==> src/acelo_pkg.sv <==
// Shared types, constants and the arctangent table for the ellipse outline stepper.
package acelo_pkg;

	localparam logic [1:0] PH_IDLE = 2'd0;
	localparam logic [1:0] PH_MAIN = 2'd1;
	localparam logic [1:0] PH_TAIL = 2'd2;

	localparam int          CORDIC_STEPS = 30;
	localparam logic [31:0] EIGHTH_TURN  = 32'h2000_0000;
	localparam logic [31:0] QUARTER_TURN = 32'h4000_0000;
	localparam logic [31:0] HALF_TURN    = 32'h8000_0000;

	typedef struct packed {
		logic               begin_f;
		logic signed [10:0] center_x;
		logic signed [10:0] center_y;
		logic        [7:0]  rad_h;
		logic        [6:0]  rad_v_half;
		logic        [16:0] sweep;
	} cmd_t;

	function automatic logic [31:0] atan_turn(input logic [4:0] i);
		logic [31:0] r;
		begin
			case (i)
				5'd0:  r = 32'h20000000;
				5'd1:  r = 32'h12E4051D;
				5'd2:  r = 32'h09FB385B;
				5'd3:  r = 32'h051111D4;
				5'd4:  r = 32'h028B0D43;
				5'd5:  r = 32'h0145D7E1;
				5'd6:  r = 32'h00A2F61E;
				5'd7:  r = 32'h00517C55;
				5'd8:  r = 32'h0028BE53;
				5'd9:  r = 32'h00145F2E;
				5'd10: r = 32'h000A2F98;
				5'd11: r = 32'h000517CC;
				5'd12: r = 32'h00028BE6;
				5'd13: r = 32'h000145F3;
				5'd14: r = 32'h0000A2F9;
				5'd15: r = 32'h0000517C;
				5'd16: r = 32'h000028BE;
				5'd17: r = 32'h0000145F;
				5'd18: r = 32'h00000A2F;
				5'd19: r = 32'h00000517;
				5'd20: r = 32'h0000028B;
				5'd21: r = 32'h00000145;
				5'd22: r = 32'h000000A2;
				5'd23: r = 32'h00000051;
				5'd24: r = 32'h00000028;
				5'd25: r = 32'h00000014;
				5'd26: r = 32'h0000000A;
				5'd27: r = 32'h00000005;
				5'd28: r = 32'h00000002;
				5'd29: r = 32'h00000001;
				default: r = 32'h0;
			endcase
			return r;
		end
	endfunction

endpackage

==> src/acelo_in_if.sv <==
// Input channel: command transfers into the ellipse outline stepper.
interface acelo_in_if;
	logic               valid;
	logic               ready;
	logic               action;
	logic signed [10:0] center_x;
	logic signed [10:0] center_y;
	logic        [7:0]  radius_x;
	logic        [7:0]  radius_y;
	logic        [16:0] sweep;

	modport source(output valid, action, center_x, center_y, radius_x, radius_y, sweep,
		input ready);
	modport sink(input valid, action, center_x, center_y, radius_x, radius_y, sweep,
		output ready);
endinterface

==> src/acelo_out_if.sv <==
// Output channel: point transfers out of the ellipse outline stepper.
interface acelo_out_if;
	logic               valid;
	logic               ready;
	logic               drawn;
	logic signed [11:0] out_x;
	logic signed [12:0] out_y;
	logic               last;
	logic               finished;

	modport source(output valid, drawn, out_x, out_y, last, finished, input ready);
	modport sink(input valid, drawn, out_x, out_y, last, finished, output ready);
endinterface

==> src/acelo_front.sv <==
// Front end: accepts commands, saturates radii and queues them for the walker.
module acelo_front #(
	parameter int MAX_RADIUS = 255
) (
	input  logic              clk,
	input  logic              arst_n,
	acelo_in_if.sink          in_ch,
	output logic              cmd_valid,
	output acelo_pkg::cmd_t   cmd,
	input  logic              cmd_ready
);
	import acelo_pkg::*;

	localparam int RCAP = (MAX_RADIUS > 255) ? 255 : MAX_RADIUS;

	cmd_t       mem_q [2];
	logic       wp_q, rp_q;
	logic [1:0] cnt_q;
	logic [7:0] rx_sat, ry_sat;
	cmd_t       wr_cmd;
	logic       push, pop;

	assign rx_sat = (in_ch.radius_x > 8'(RCAP)) ? 8'(RCAP) : in_ch.radius_x;
	assign ry_sat = (in_ch.radius_y > 8'(RCAP)) ? 8'(RCAP) : in_ch.radius_y;

	always_comb begin
		wr_cmd.begin_f    = ~in_ch.action;
		wr_cmd.center_x   = in_ch.center_x;
		wr_cmd.center_y   = in_ch.center_y;
		wr_cmd.rad_h      = rx_sat;
		wr_cmd.rad_v_half = ry_sat[7:1];
		wr_cmd.sweep      = in_ch.sweep;
	end

	assign in_ch.ready = (cnt_q != 2'd2);
	assign push        = in_ch.valid && in_ch.ready;
	assign cmd_valid   = (cnt_q != 2'd0);
	assign pop         = cmd_valid && cmd_ready;
	assign cmd         = mem_q[rp_q];

	always_ff @(posedge clk) begin
		if (push) begin
			mem_q[wp_q] <= wr_cmd;
		end
	end

	always_ff @(posedge clk or negedge arst_n) begin
		if (!arst_n) begin
			wp_q  <= 1'b0;
			rp_q  <= 1'b0;
			cnt_q <= 2'd0;
		end else begin
			if (push) wp_q <= ~wp_q;
			if (pop) rp_q <= ~rp_q;
			cnt_q <= cnt_q + 2'(push) - 2'(pop);
		end
	end
endmodule

==> src/acelo_angle.sv <==
// Shared shift-and-add arctangent unit, two rotation steps per cycle, first octant.
module acelo_angle (
	input  logic        clk,
	input  logic        arst_n,
	input  logic        start,
	input  logic [15:0] big,
	input  logic [15:0] small_in,
	output logic        done,
	output logic [31:0] z_oct
);
	import acelo_pkg::*;

	typedef struct packed {
		logic [41:0] x;
		logic [41:0] y;
		logic [31:0] z;
	} rot_t;

	function automatic rot_t rot_step(input rot_t s, input logic [4:0] i);
		logic [41:0] sx;
		rot_t        r;
		begin
			r  = s;
			sx = s.x >> i;
			if (s.y >= sx) begin
				r.y = s.y - sx;
				r.x = s.x + (s.y >> i);
				r.z = s.z + atan_turn(i);
			end
			return r;
		end
	endfunction

	rot_t       st_q, st1, st2;
	logic [4:0] i_q;
	logic       busy_q, done_q;

	assign st1 = rot_step(st_q, i_q);
	assign st2 = rot_step(st1, i_q + 5'd1);

	always_ff @(posedge clk) begin
		if (start) begin
			st_q.x <= {2'b0, big, 24'b0};
			st_q.y <= {2'b0, small_in, 24'b0};
			st_q.z <= 32'b0;
		end else if (busy_q) begin
			st_q <= st2;
		end
	end

	always_ff @(posedge clk or negedge arst_n) begin
		if (!arst_n) begin
			busy_q <= 1'b0;
			done_q <= 1'b0;
			i_q    <= 5'd0;
		end else begin
			done_q <= 1'b0;
			if (start) begin
				busy_q <= 1'b1;
				i_q    <= 5'd0;
			end else if (busy_q) begin
				i_q <= i_q + 5'd2;
				if (i_q == 5'(CORDIC_STEPS - 2)) begin
					busy_q <= 1'b0;
					done_q <= 1'b1;
				end
			end
		end
	end

	assign done  = done_q;
	assign z_oct = (st_q.z > EIGHTH_TURN) ? EIGHTH_TURN : st_q.z;
endmodule

==> src/acelo_back.sv <==
// Back end: ellipse walk sequencer, angle test per point and output register.
module acelo_back #(
	parameter int ANGLE_BITS = 16
) (
	input  logic            clk,
	input  logic            arst_n,
	input  logic            cmd_valid,
	input  acelo_pkg::cmd_t cmd,
	output logic            cmd_ready,
	acelo_out_if.source     out_ch
);
	import acelo_pkg::*;

	localparam logic [2:0] ST_IDLE  = 3'd0;
	localparam logic [2:0] ST_INIT1 = 3'd1;
	localparam logic [2:0] ST_INIT2 = 3'd2;
	localparam logic [2:0] ST_MUL   = 3'd3;
	localparam logic [2:0] ST_START = 3'd4;
	localparam logic [2:0] ST_CORD  = 3'd5;
	localparam logic [2:0] ST_EMIT  = 3'd6;
	localparam logic [2:0] ST_FIN   = 3'd7;

	logic [2:0]         state_q;
	logic [1:0]         phase_q;
	logic signed [10:0] cen_x_q, cen_y_q;
	logic [7:0]         rh_q;
	logic [6:0]         rv_q;
	logic [16:0]        sweep_q;
	logic signed [8:0]  step_x_q;
	logic [7:0]         step_y_q;
	logic signed [39:0] inc_x_q, inc_y_q, err_q;
	logic [13:0]        rv2_q;
	logic [15:0]        rh2_q;
	logic signed [8:0]  px_q;
	logic [7:0]         py_q;
	logic               tail_q;
	logic [1:0]         k_q;
	logic [15:0]        u_q, v_q;
	logic               vgt_q;
	logic [31:0]        t_q;

	logic               ov_q, drawn_q, last_q, fin_q;
	logic signed [11:0] ox_q;
	logic signed [12:0] oy_q;

	logic               slot_free, out_fire;
	logic signed [39:0] e2, inc_x_n, inc_y_n;
	logic               xmove, ymove;
	logic signed [8:0]  step_x_n;
	logic [8:0]         mag_x;
	logic               vgt;
	logic               cord_start, cord_done;
	logic [31:0]        z_oct;

	logic               xneg, yneg, an, bn, pt_last;
	logic signed [11:0] ox, oy;
	logic [31:0]        th, bang;
	logic signed [11:0] pt_x;
	logic signed [12:0] pt_ysum;

	assign slot_free = !ov_q || out_ch.ready;
	assign out_fire  = slot_free && (state_q == ST_EMIT || state_q == ST_FIN);
	assign cmd_ready = (state_q == ST_IDLE);

	// walk step
	assign e2       = err_q <<< 1;
	assign xmove    = (e2 >= inc_x_q);
	assign ymove    = (e2 <= inc_y_q);
	assign inc_x_n  = xmove ? inc_x_q + 40'({rv2_q, 1'b0}) : inc_x_q;
	assign inc_y_n  = ymove ? inc_y_q + 40'({rh2_q, 1'b0}) : inc_y_q;
	assign step_x_n = step_x_q + 9'(xmove);

	assign mag_x      = px_q[8] ? 9'(-px_q) : 9'(px_q);
	assign vgt        = (v_q > u_q);
	assign cord_start = (state_q == ST_START);

	acelo_angle u_angle (
		.clk      (clk),
		.arst_n   (arst_n),
		.start    (cord_start),
		.big      (vgt ? v_q : u_q),
		.small_in (vgt ? u_q : v_q),
		.done     (cord_done),
		.z_oct    (z_oct)
	);

	// point k of this step
	always_comb begin
		xneg    = tail_q ? 1'b0 : ~(k_q[0] ^ k_q[1]);
		yneg    = tail_q ? k_q[0] : k_q[1];
		pt_last = tail_q ? k_q[0] : (k_q == 2'd3);
		ox      = xneg ? -12'(px_q) : 12'(px_q);
		oy      = yneg ? -12'({1'b0, py_q}) : 12'({1'b0, py_q});
		an      = oy[11] && (v_q != 16'd0);
		bn      = ox[11] && (u_q != 16'd0);
		if (!bn && !an) th = t_q;
		else if (bn && !an) th = HALF_TURN - t_q;
		else if (bn) th = HALF_TURN + t_q;
		else th = 32'd0 - t_q;
		bang    = th >> (32 - ANGLE_BITS);
		pt_x    = 12'(cen_x_q) + ox;
		pt_ysum = 13'(cen_y_q) + 13'(oy);
	end

	always_ff @(posedge clk) begin
		case (state_q)
			ST_MUL: begin
				u_q <= 16'(mag_x * rv_q);
				v_q <= 16'(py_q * rh_q);
			end
			ST_START: vgt_q <= vgt;
			// zero vector has angle 0
			ST_CORD: t_q <= (u_q == 16'd0 && v_q == 16'd0) ? 32'd0 :
				(vgt_q ? QUARTER_TURN - z_oct : z_oct);
			default: ;
		endcase
		if (state_q == ST_IDLE && cmd_valid) begin
			if (cmd.begin_f) begin
				cen_x_q <= cmd.center_x;
				cen_y_q <= cmd.center_y;
				rh_q    <= cmd.rad_h;
				rv_q    <= cmd.rad_v_half;
				sweep_q <= cmd.sweep;
				rv2_q   <= cmd.rad_v_half * cmd.rad_v_half;
				rh2_q   <= cmd.rad_h * cmd.rad_h;
			end else if (phase_q == PH_MAIN) begin
				px_q   <= step_x_q;
				py_q   <= step_y_q;
				tail_q <= 1'b0;
			end else begin
				px_q   <= 9'sd0;
				py_q   <= step_y_q + 8'd1;
				tail_q <= 1'b1;
			end
		end
		if (state_q == ST_EMIT && slot_free) begin
			drawn_q <= (bang <= {15'b0, sweep_q});
			ox_q    <= pt_x;
			oy_q    <= {pt_ysum[11:0], 1'b0};
			last_q  <= pt_last;
			fin_q   <= 1'b0;
		end else if (state_q == ST_FIN && slot_free) begin
			drawn_q <= 1'b0;
			ox_q    <= 12'sd0;
			oy_q    <= 13'sd0;
			last_q  <= 1'b1;
			fin_q   <= 1'b1;
		end
	end

	always_ff @(posedge clk or negedge arst_n) begin
		if (!arst_n) begin
			state_q  <= ST_IDLE;
			phase_q  <= PH_IDLE;
			step_x_q <= 9'sd0;
			step_y_q <= 8'd0;
			inc_x_q  <= 40'sd0;
			inc_y_q  <= 40'sd0;
			err_q    <= 40'sd0;
			k_q      <= 2'd0;
			ov_q     <= 1'b0;
		end else begin
			ov_q <= out_fire || (ov_q && !out_ch.ready);
			case (state_q)
				ST_IDLE: begin
					if (cmd_valid) begin
						if (cmd.begin_f) begin
							step_x_q <= -9'(cmd.rad_h);
							step_y_q <= 8'd0;
							phase_q  <= PH_MAIN;
							state_q  <= ST_INIT1;
						end else if (phase_q == PH_MAIN) begin
							step_x_q <= step_x_n;
							inc_x_q  <= inc_x_n;
							inc_y_q  <= inc_y_n;
							err_q    <= err_q + (xmove ? inc_x_n : 40'sd0)
								+ (ymove ? inc_y_n : 40'sd0);
							if (ymove) step_y_q <= step_y_q + 8'd1;
							if (step_x_n > 9'sd0) phase_q <= PH_TAIL;
							state_q <= ST_MUL;
						end else if (phase_q == PH_TAIL && step_y_q < {1'b0, rv_q}) begin
							step_y_q <= step_y_q + 8'd1;
							state_q  <= ST_MUL;
						end else begin
							phase_q <= PH_IDLE;
							state_q <= ST_FIN;
						end
					end
				end
				ST_INIT1: begin
					inc_x_q <= 40'((11'sd1 - 11'({rh_q, 1'b0})) * $signed({1'b0, rv2_q}));
					inc_y_q <= 40'({24'b0, rh2_q});
					state_q <= ST_INIT2;
				end
				ST_INIT2: begin
					err_q   <= inc_x_q + inc_y_q;
					state_q <= ST_IDLE;
				end
				ST_MUL: state_q <= ST_START;
				ST_START: state_q <= ST_CORD;
				ST_CORD: begin
					if (cord_done) begin
						k_q     <= 2'd0;
						state_q <= ST_EMIT;
					end
				end
				ST_EMIT: begin
					if (slot_free) begin
						k_q <= k_q + 2'd1;
						if (pt_last) state_q <= ST_IDLE;
					end
				end
				ST_FIN: begin
					if (slot_free) state_q <= ST_IDLE;
				end
				default: state_q <= ST_IDLE;
			endcase
		end
	end

	assign out_ch.valid    = ov_q;
	assign out_ch.drawn    = drawn_q;
	assign out_ch.out_x    = ox_q;
	assign out_ch.out_y    = oy_q;
	assign out_ch.last     = last_q;
	assign out_ch.finished = fin_q;
endmodule

==> src/angle_clipped_ellipse_outline.sv <==
// Top level of the sector-clipped ellipse outline stepper.
// Usage:
//  in_ch carries commands. action 0 begins a new ellipse (centre, radii, sweep) and
//  gives no output; action 1 advances the walk by one step.
//  out_ch carries points: four mirrored points per main-walk step, two per tail
//  step, with last set on the final one; after the shape ends an advance gives a
//  single transfer with finished and last set.
//  Each point's drawn flag compares its binary angle against the sweep.
// Structure:
//  A two-entry command queue decouples intake from the walker.
//  An advance first forms the step's products, then one arctangent run (30 rotation
//  steps, two per cycle) on the shared angle unit serves all mirrored points of
//  the step before they are emitted.
// Reset clears the walk to idle; an advance then reports finished.
// When the receiver stalls, the output register holds its transfer and the walker
// waits; the command queue keeps taking commands until it is full.
module angle_clipped_ellipse_outline #(
	parameter int MAX_RADIUS = 255,
	parameter int ANGLE_BITS = 16
) (
	input  logic        clk,
	input  logic        arst_n,
	acelo_in_if.sink    in_ch,
	acelo_out_if.source out_ch
);
	import acelo_pkg::*;

	logic cmd_valid, cmd_ready;
	cmd_t cmd;

	acelo_front #(.MAX_RADIUS(MAX_RADIUS)) u_front (
		.clk       (clk),
		.arst_n    (arst_n),
		.in_ch     (in_ch),
		.cmd_valid (cmd_valid),
		.cmd       (cmd),
		.cmd_ready (cmd_ready)
	);

	acelo_back #(.ANGLE_BITS(ANGLE_BITS)) u_back (
		.clk       (clk),
		.arst_n    (arst_n),
		.cmd_valid (cmd_valid),
		.cmd       (cmd),
		.cmd_ready (cmd_ready),
		.out_ch    (out_ch)
	);
endmodule
==> src/flat_wrapper.sv <==
// flat-port wrapper written by rule: the top's interface ports become plain ports
module angle_clipped_ellipse_outline_flat import acelo_pkg::*;
#(
	parameter int MAX_RADIUS = 255,
	parameter int ANGLE_BITS = 16
)
  (clk, arst_n, in_ch_valid, in_ch_action, in_ch_center_x, in_ch_center_y, in_ch_radius_x, in_ch_radius_y, in_ch_sweep, in_ch_ready, out_ch_valid, out_ch_drawn, out_ch_out_x, out_ch_out_y, out_ch_last, out_ch_finished, out_ch_ready);
  acelo_in_if in_ch_i ();
  acelo_out_if out_ch_i ();
  input  logic clk;
  input  logic arst_n;
  input wire logic [$bits(in_ch_i.valid)-1:0] in_ch_valid;
  input wire logic [$bits(in_ch_i.action)-1:0] in_ch_action;
  input wire logic [$bits(in_ch_i.center_x)-1:0] in_ch_center_x;
  input wire logic [$bits(in_ch_i.center_y)-1:0] in_ch_center_y;
  input wire logic [$bits(in_ch_i.radius_x)-1:0] in_ch_radius_x;
  input wire logic [$bits(in_ch_i.radius_y)-1:0] in_ch_radius_y;
  input wire logic [$bits(in_ch_i.sweep)-1:0] in_ch_sweep;
  output wire logic [$bits(in_ch_i.ready)-1:0] in_ch_ready;
  output wire logic [$bits(out_ch_i.valid)-1:0] out_ch_valid;
  output wire logic [$bits(out_ch_i.drawn)-1:0] out_ch_drawn;
  output wire logic [$bits(out_ch_i.out_x)-1:0] out_ch_out_x;
  output wire logic [$bits(out_ch_i.out_y)-1:0] out_ch_out_y;
  output wire logic [$bits(out_ch_i.last)-1:0] out_ch_last;
  output wire logic [$bits(out_ch_i.finished)-1:0] out_ch_finished;
  input wire logic [$bits(out_ch_i.ready)-1:0] out_ch_ready;
  assign in_ch_i.valid = in_ch_valid;
  assign in_ch_i.action = in_ch_action;
  assign in_ch_i.center_x = in_ch_center_x;
  assign in_ch_i.center_y = in_ch_center_y;
  assign in_ch_i.radius_x = in_ch_radius_x;
  assign in_ch_i.radius_y = in_ch_radius_y;
  assign in_ch_i.sweep = in_ch_sweep;
  assign in_ch_ready = in_ch_i.ready;
  assign out_ch_valid = out_ch_i.valid;
  assign out_ch_drawn = out_ch_i.drawn;
  assign out_ch_out_x = out_ch_i.out_x;
  assign out_ch_out_y = out_ch_i.out_y;
  assign out_ch_last = out_ch_i.last;
  assign out_ch_finished = out_ch_i.finished;
  assign out_ch_i.ready = out_ch_ready;
  angle_clipped_ellipse_outline #(.MAX_RADIUS(MAX_RADIUS), .ANGLE_BITS(ANGLE_BITS)) u_core (.clk(clk), .arst_n(arst_n), .in_ch(in_ch_i), .out_ch(out_ch_i));
endmodule
==> config.mk <==
export PLATFORM = sky130hd
export DESIGN_NAME = angle_clipped_ellipse_outline_flat
export DESIGN_NICKNAME = d
export VERILOG_FILES = /design/src/acelo_pkg.sv /design/src/acelo_in_if.sv /design/src/acelo_out_if.sv /design/src/acelo_front.sv /design/src/acelo_angle.sv /design/src/acelo_back.sv /design/src/angle_clipped_ellipse_outline.sv /design/src/flat_wrapper.sv
export SDC_FILE = /design/constraint.sdc
export NUM_CORES = 2
export LEC_CHECK = 0
export ABC_AREA = 1
export BUFFER_PORTS_ARGS = -buffer_cell sky130_fd_sc_hd__buf_2
export CAP_MARGIN = 10
export CELL_PAD_IN_SITES_DETAIL_PLACEMENT = 0
export CELL_PAD_IN_SITES_GLOBAL_PLACEMENT = 1
export CORE_AREA = 10 10 460 373
export CTS_CLUSTER_SIZE = 10
export DETAILED_ROUTE_END_ITERATION = 16
export DIE_AREA = 0 0 470 383
export PLACE_DENSITY_LB_ADDON = 0.05
export SLEW_MARGIN = 25
export SYNTH_ARGS = -nofsm -noshare
export SYNTH_HDL_FRONTEND = slang
export SYNTH_HIERARCHICAL = 1
export SYNTH_SLANG_ARGS = --single-unit
export TNS_END_PERCENT = 50
==> constraint.sdc <==
create_clock -name clk -period 7.6 [get_ports clk]
set_input_delay 1.52 -clock clk [delete_from_list [all_inputs] [get_ports clk]]
set_output_delay 1.52 -clock clk [all_outputs]
set_load 0.005 [all_outputs]
==> impl_metrics.json <==
{
  "status": "finished with violations",
  "failed_checks": "setup timing",
  "first_pass_grt_wire_length_mm": 472,
  "worst_path_most_repeated_cell": "sky130_fd_sc_hd__nand2_2",
  "buffer_ports.inserted": 87,
  "finalSetupViolCount": 52,
  "fin_ws_ns": -0.131,
  "drt_first_iter_violations": 8611,
  "setup.worst_path.class": "flop to flop",
  "cp_slowest_cell": "sky130_fd_sc_hd__dfrtp_4",
  "fin_skew_ns": 0.0711,
  "routabilityCongestion": 1.06,
  "num_vias": 79200,
  "critPathBufInv": 14,
  "grt.total_usage_pct": 34.0,
  "grt.overflow.total": 0,
  "drt-wirelength-per-cell_microns": 22.6,
  "rsz0062_at_grt": "yes",
  "synthToLayoutAreaGrowth_pct": 32.6,
  "vias_in_the_first_global_route": 75300,
  "critical_path.max_stage_delay_ns": 0.51,
  "largest_fanout_of_any_net_on_the_critical_path": 7,
  "cts_max_level": 3,
  "grt_antenna_before_repair": 5,
  "synth_warnings": 6,
  "worstSetupPathDepth": 53,
  "final_net_count": 13100,
  "endpoint_kind": "flop",
  "final_cell_area_sq_um": 94100,
  "syn_avg_cell_area_sq_um": 6.76,
  "finalSetupTns_ns": -2.13,
  "cts.clk_slew.worst_paths_ns": 0.06,
  "initial_utilization_pct": 43.6,
  "layout_worst_path_cycle_share_pct": 102,
  "die-height_microns": 383,
  "clock_sinks": 570,
  "drc_errors": 0,
  "clkLatencyLatePin_ns": 0.74,
  "place_hpwl_mm": 261,
  "synth_enable_flop_cells": 331,
  "largest_net_degree_at_the_start_of_global_routing": 60,
  "tritoncts_clock_tree": "yes",
  "hold_fix_buffers_cts": 0,
  "final_layout_size_suffix_gt1_share_pct": 24.8,
  "post_dp_cell_area_sq_um": 84800,
  "cp_top_delay_family": "compound AO/OA/AOI/OAI gates",
  "cts-root-to-sink-buffers": 3,
  "synth.cell_area_sq_um": 70900,
  "route.detailed.vias_per_inst": 5.53,
  "worstSetupStartpointType": "flop",
  "synth-main-ff-cell": "sky130_fd_sc_hd__edfxtp_1",
  "cp.required_ns": 8.04,
  "slew_viol_final": 0,
  "arrival_ns": 8.17,
  "core-area_sq_um": 163000,
  "headroom_to_the_max_slew_limit_pct": 24.6,
  "drt_pre_antenna_iters": 6,
  "die-area_sq_um": 180000,
  "mostFrequentLayoutCell": "sky130_fd_sc_hd__nand2_1",
  "achievable_frequency_mhz": 129,
  "dieWidth_microns": 470,
  "total_routed_length_mm": 323,
  "boundaryPins": 90,
  "root_buf_cell": "sky130_fd_sc_hd__clkbuf_16",
  "post_synthesis_register_bit_count": 570,
  "rows": 133,
  "yosys.cell_types.count": 89,
  "cts_inserted_buffers": 77,
  "worst_r2r_path_depth": 53,
  "drv.max_cap_violation_count": 0,
  "hold_depth": 2,
  "asyncSetResetFlopFracSynth_pct": 27.0,
  "min_path_type": "flop to flop",
  "tightestPinTransition_ns": 1.12,
  "yosysSeqAreaShare_pct": 21.8,
  "period_needed_ns": 7.73,
  "ant_nets": 0,
  "timing.final.hold_violations": 0,
  "hold_slack_ns": 0.472,
  "netlist_instances": 10500,
  "layout_common_cells": "sky130_fd_sc_hd__nand2_1, sky130_fd_sc_hd__buf_4, sky130_fd_sc_hd__inv_1, sky130_fd_sc_hd__nor2_1, sky130_fd_sc_hd__ha_1"
}
-- cells by family (layout without fill, tap and decap cells) --
logic type | Yosys count | after routing | synth area share [%]
AO/OA/AOI/OAI | 2139 | 2139 | 17.0
XOR/XNOR | 350 | 350 | 4.33
adder cells (fa/ha/maj) | 935 | 935 | 19.1
buffers and inverters | 1944 | 3594 | 10.7
flip-flops | 570 | 570 | 21.8
multiplexers | 15 | 15 | 0.212
other | 4 | 20 | 0.0212
AND/OR/NAND/NOR | 4531 | 4531 | 26.7
-- layout make-up --
cell class	count	area [sq um]
multi-input cells	7988	52500
clock inverters	28	335
fillers	15700	68700
well taps	2160	2700
repair buffers	1851	14800
diodes	2	5.00
flip-flops and latches	570	15500
clock buffers	114	2130
inverters	1601	6060
-- cells in the mapped netlist (108+ instances only) --
cell / count / area share [%]
sky130_fd_sc_hd__nand2_1: 2674 / 14
sky130_fd_sc_hd__xor2_1: 225 / 2.8
sky130_fd_sc_hd__o21ai_0: 800 / 5.6
sky130_fd_sc_hd__edfxtp_1: 331 / 14
sky130_fd_sc_hd__nand3_1: 492 / 3.5
sky130_fd_sc_hd__a21oi_1: 702 / 5.0
sky130_fd_sc_hd__inv_1: 1555 / 8.2
sky130_fd_sc_hd__clkbuf_1: 208 / 1.1
sky130_fd_sc_hd__o22ai_1: 108 / 0.95
sky130_fd_sc_hd__xnor2_1: 124 / 1.5
sky130_fd_sc_hd__fa_1: 250 / 7.1
sky130_fd_sc_hd__dfrtp_1: 154 / 5.4
sky130_fd_sc_hd__nor2_1: 896 / 4.7
sky130_fd_sc_hd__ha_1: 685 / 12
-- per-stage QoR --
stage	instances	util [%]	setup slack, ns
2_1_floorplan	10500	-	0.00528
3_3_place_gp	14000	52.1	-1.56
3_5_place_dp	14000	52.1	-1.59
4_1_cts	14200	55.5	-0.0908
5_1_grt	14300	57.8	-0.288
6_report	14300	57.8	-0.131
-- sequential cells by signal, indices dropped and copies added (netlist names), 8 cells and up --
register,count
u_core/u_back/inc_y_q,40
u_core/u_back/cen_y_q,11
u_core/u_back/py_q,8
u_core/u_back/t_q,32
u_core/u_front/mem_q,110
u_core/u_back/out_ch.out_y,12
u_core/u_back/rh_q,8
u_core/u_back/u_angle/st_q,116
u_core/u_back/u_q,16
u_core/u_back/step_y_q,8
u_core/u_back/v_q,16
u_core/u_back/cen_x_q,11
u_core/u_back/rh2_q,14
u_core/u_back/sweep_q,17
u_core/u_back/step_x_q,9
u_core/u_back/err_q,39
u_core/u_back/px_q,9
u_core/u_back/out_ch.out_x,12
u_core/u_back/rv2_q,12
u_core/u_back/inc_x_q,40
-- routing by layer --
layer  wire length, microns  track usage (%)  up-vias
met2                 134000             50.7     3491
met4                  17600             14.7        4
li1                       -                -    37700
met1                 141000             47.1    37300
met3                  30900             7.38      707
met5                     27                0        -
-- what timing repair did --
item | CTS | global route
hold endpoints to repair | 0 | 0
resized for setup | 664 | 710
gates cloned | 3 | 12
buffers inserted | 99 | 99
endpoints found under the setup margin | 116 | 132
pin swaps | 148 | 305
-- tightest hold or removal path: cells and delay by family, from the launching register on --
kind | cells | cell delay [ns]
flip-flops | 1 | 0.31
AO/OA/AOI/OAI | 1 | 0.08
buffers and inverters | 1 | 0.05
-- path summary, 6_finish.rpt --
| path | end | startpoint | slack [ns] |
|---|---|---|---|
| hold reg to reg | u_core/u_back/out_ch.finished | u_core/u_back/out_ch.finished | 0.47 |
| hold / removal | u_core/u_back/out_ch.finished | u_core/u_back/out_ch.finished | 0.47 |
| setup / recovery | u_core/u_back/u_angle/st_q[106] | u_core/u_back/u_angle/i_q[1] | -0.13 |
| min in group asynchronous | u_core/u_front/wp_q | arst_n | 0.82 |
| setup reg to reg | u_core/u_back/u_angle/st_q[106] | u_core/u_back/u_angle/i_q[1] | -0.13 |
| max in group asynchronous | u_core/u_back/inc_x_q[28] | arst_n | 5.41 |
Power is not shown: default switching activity piles up to over one toggle a cycle in this logic, so the estimate is an artifact.
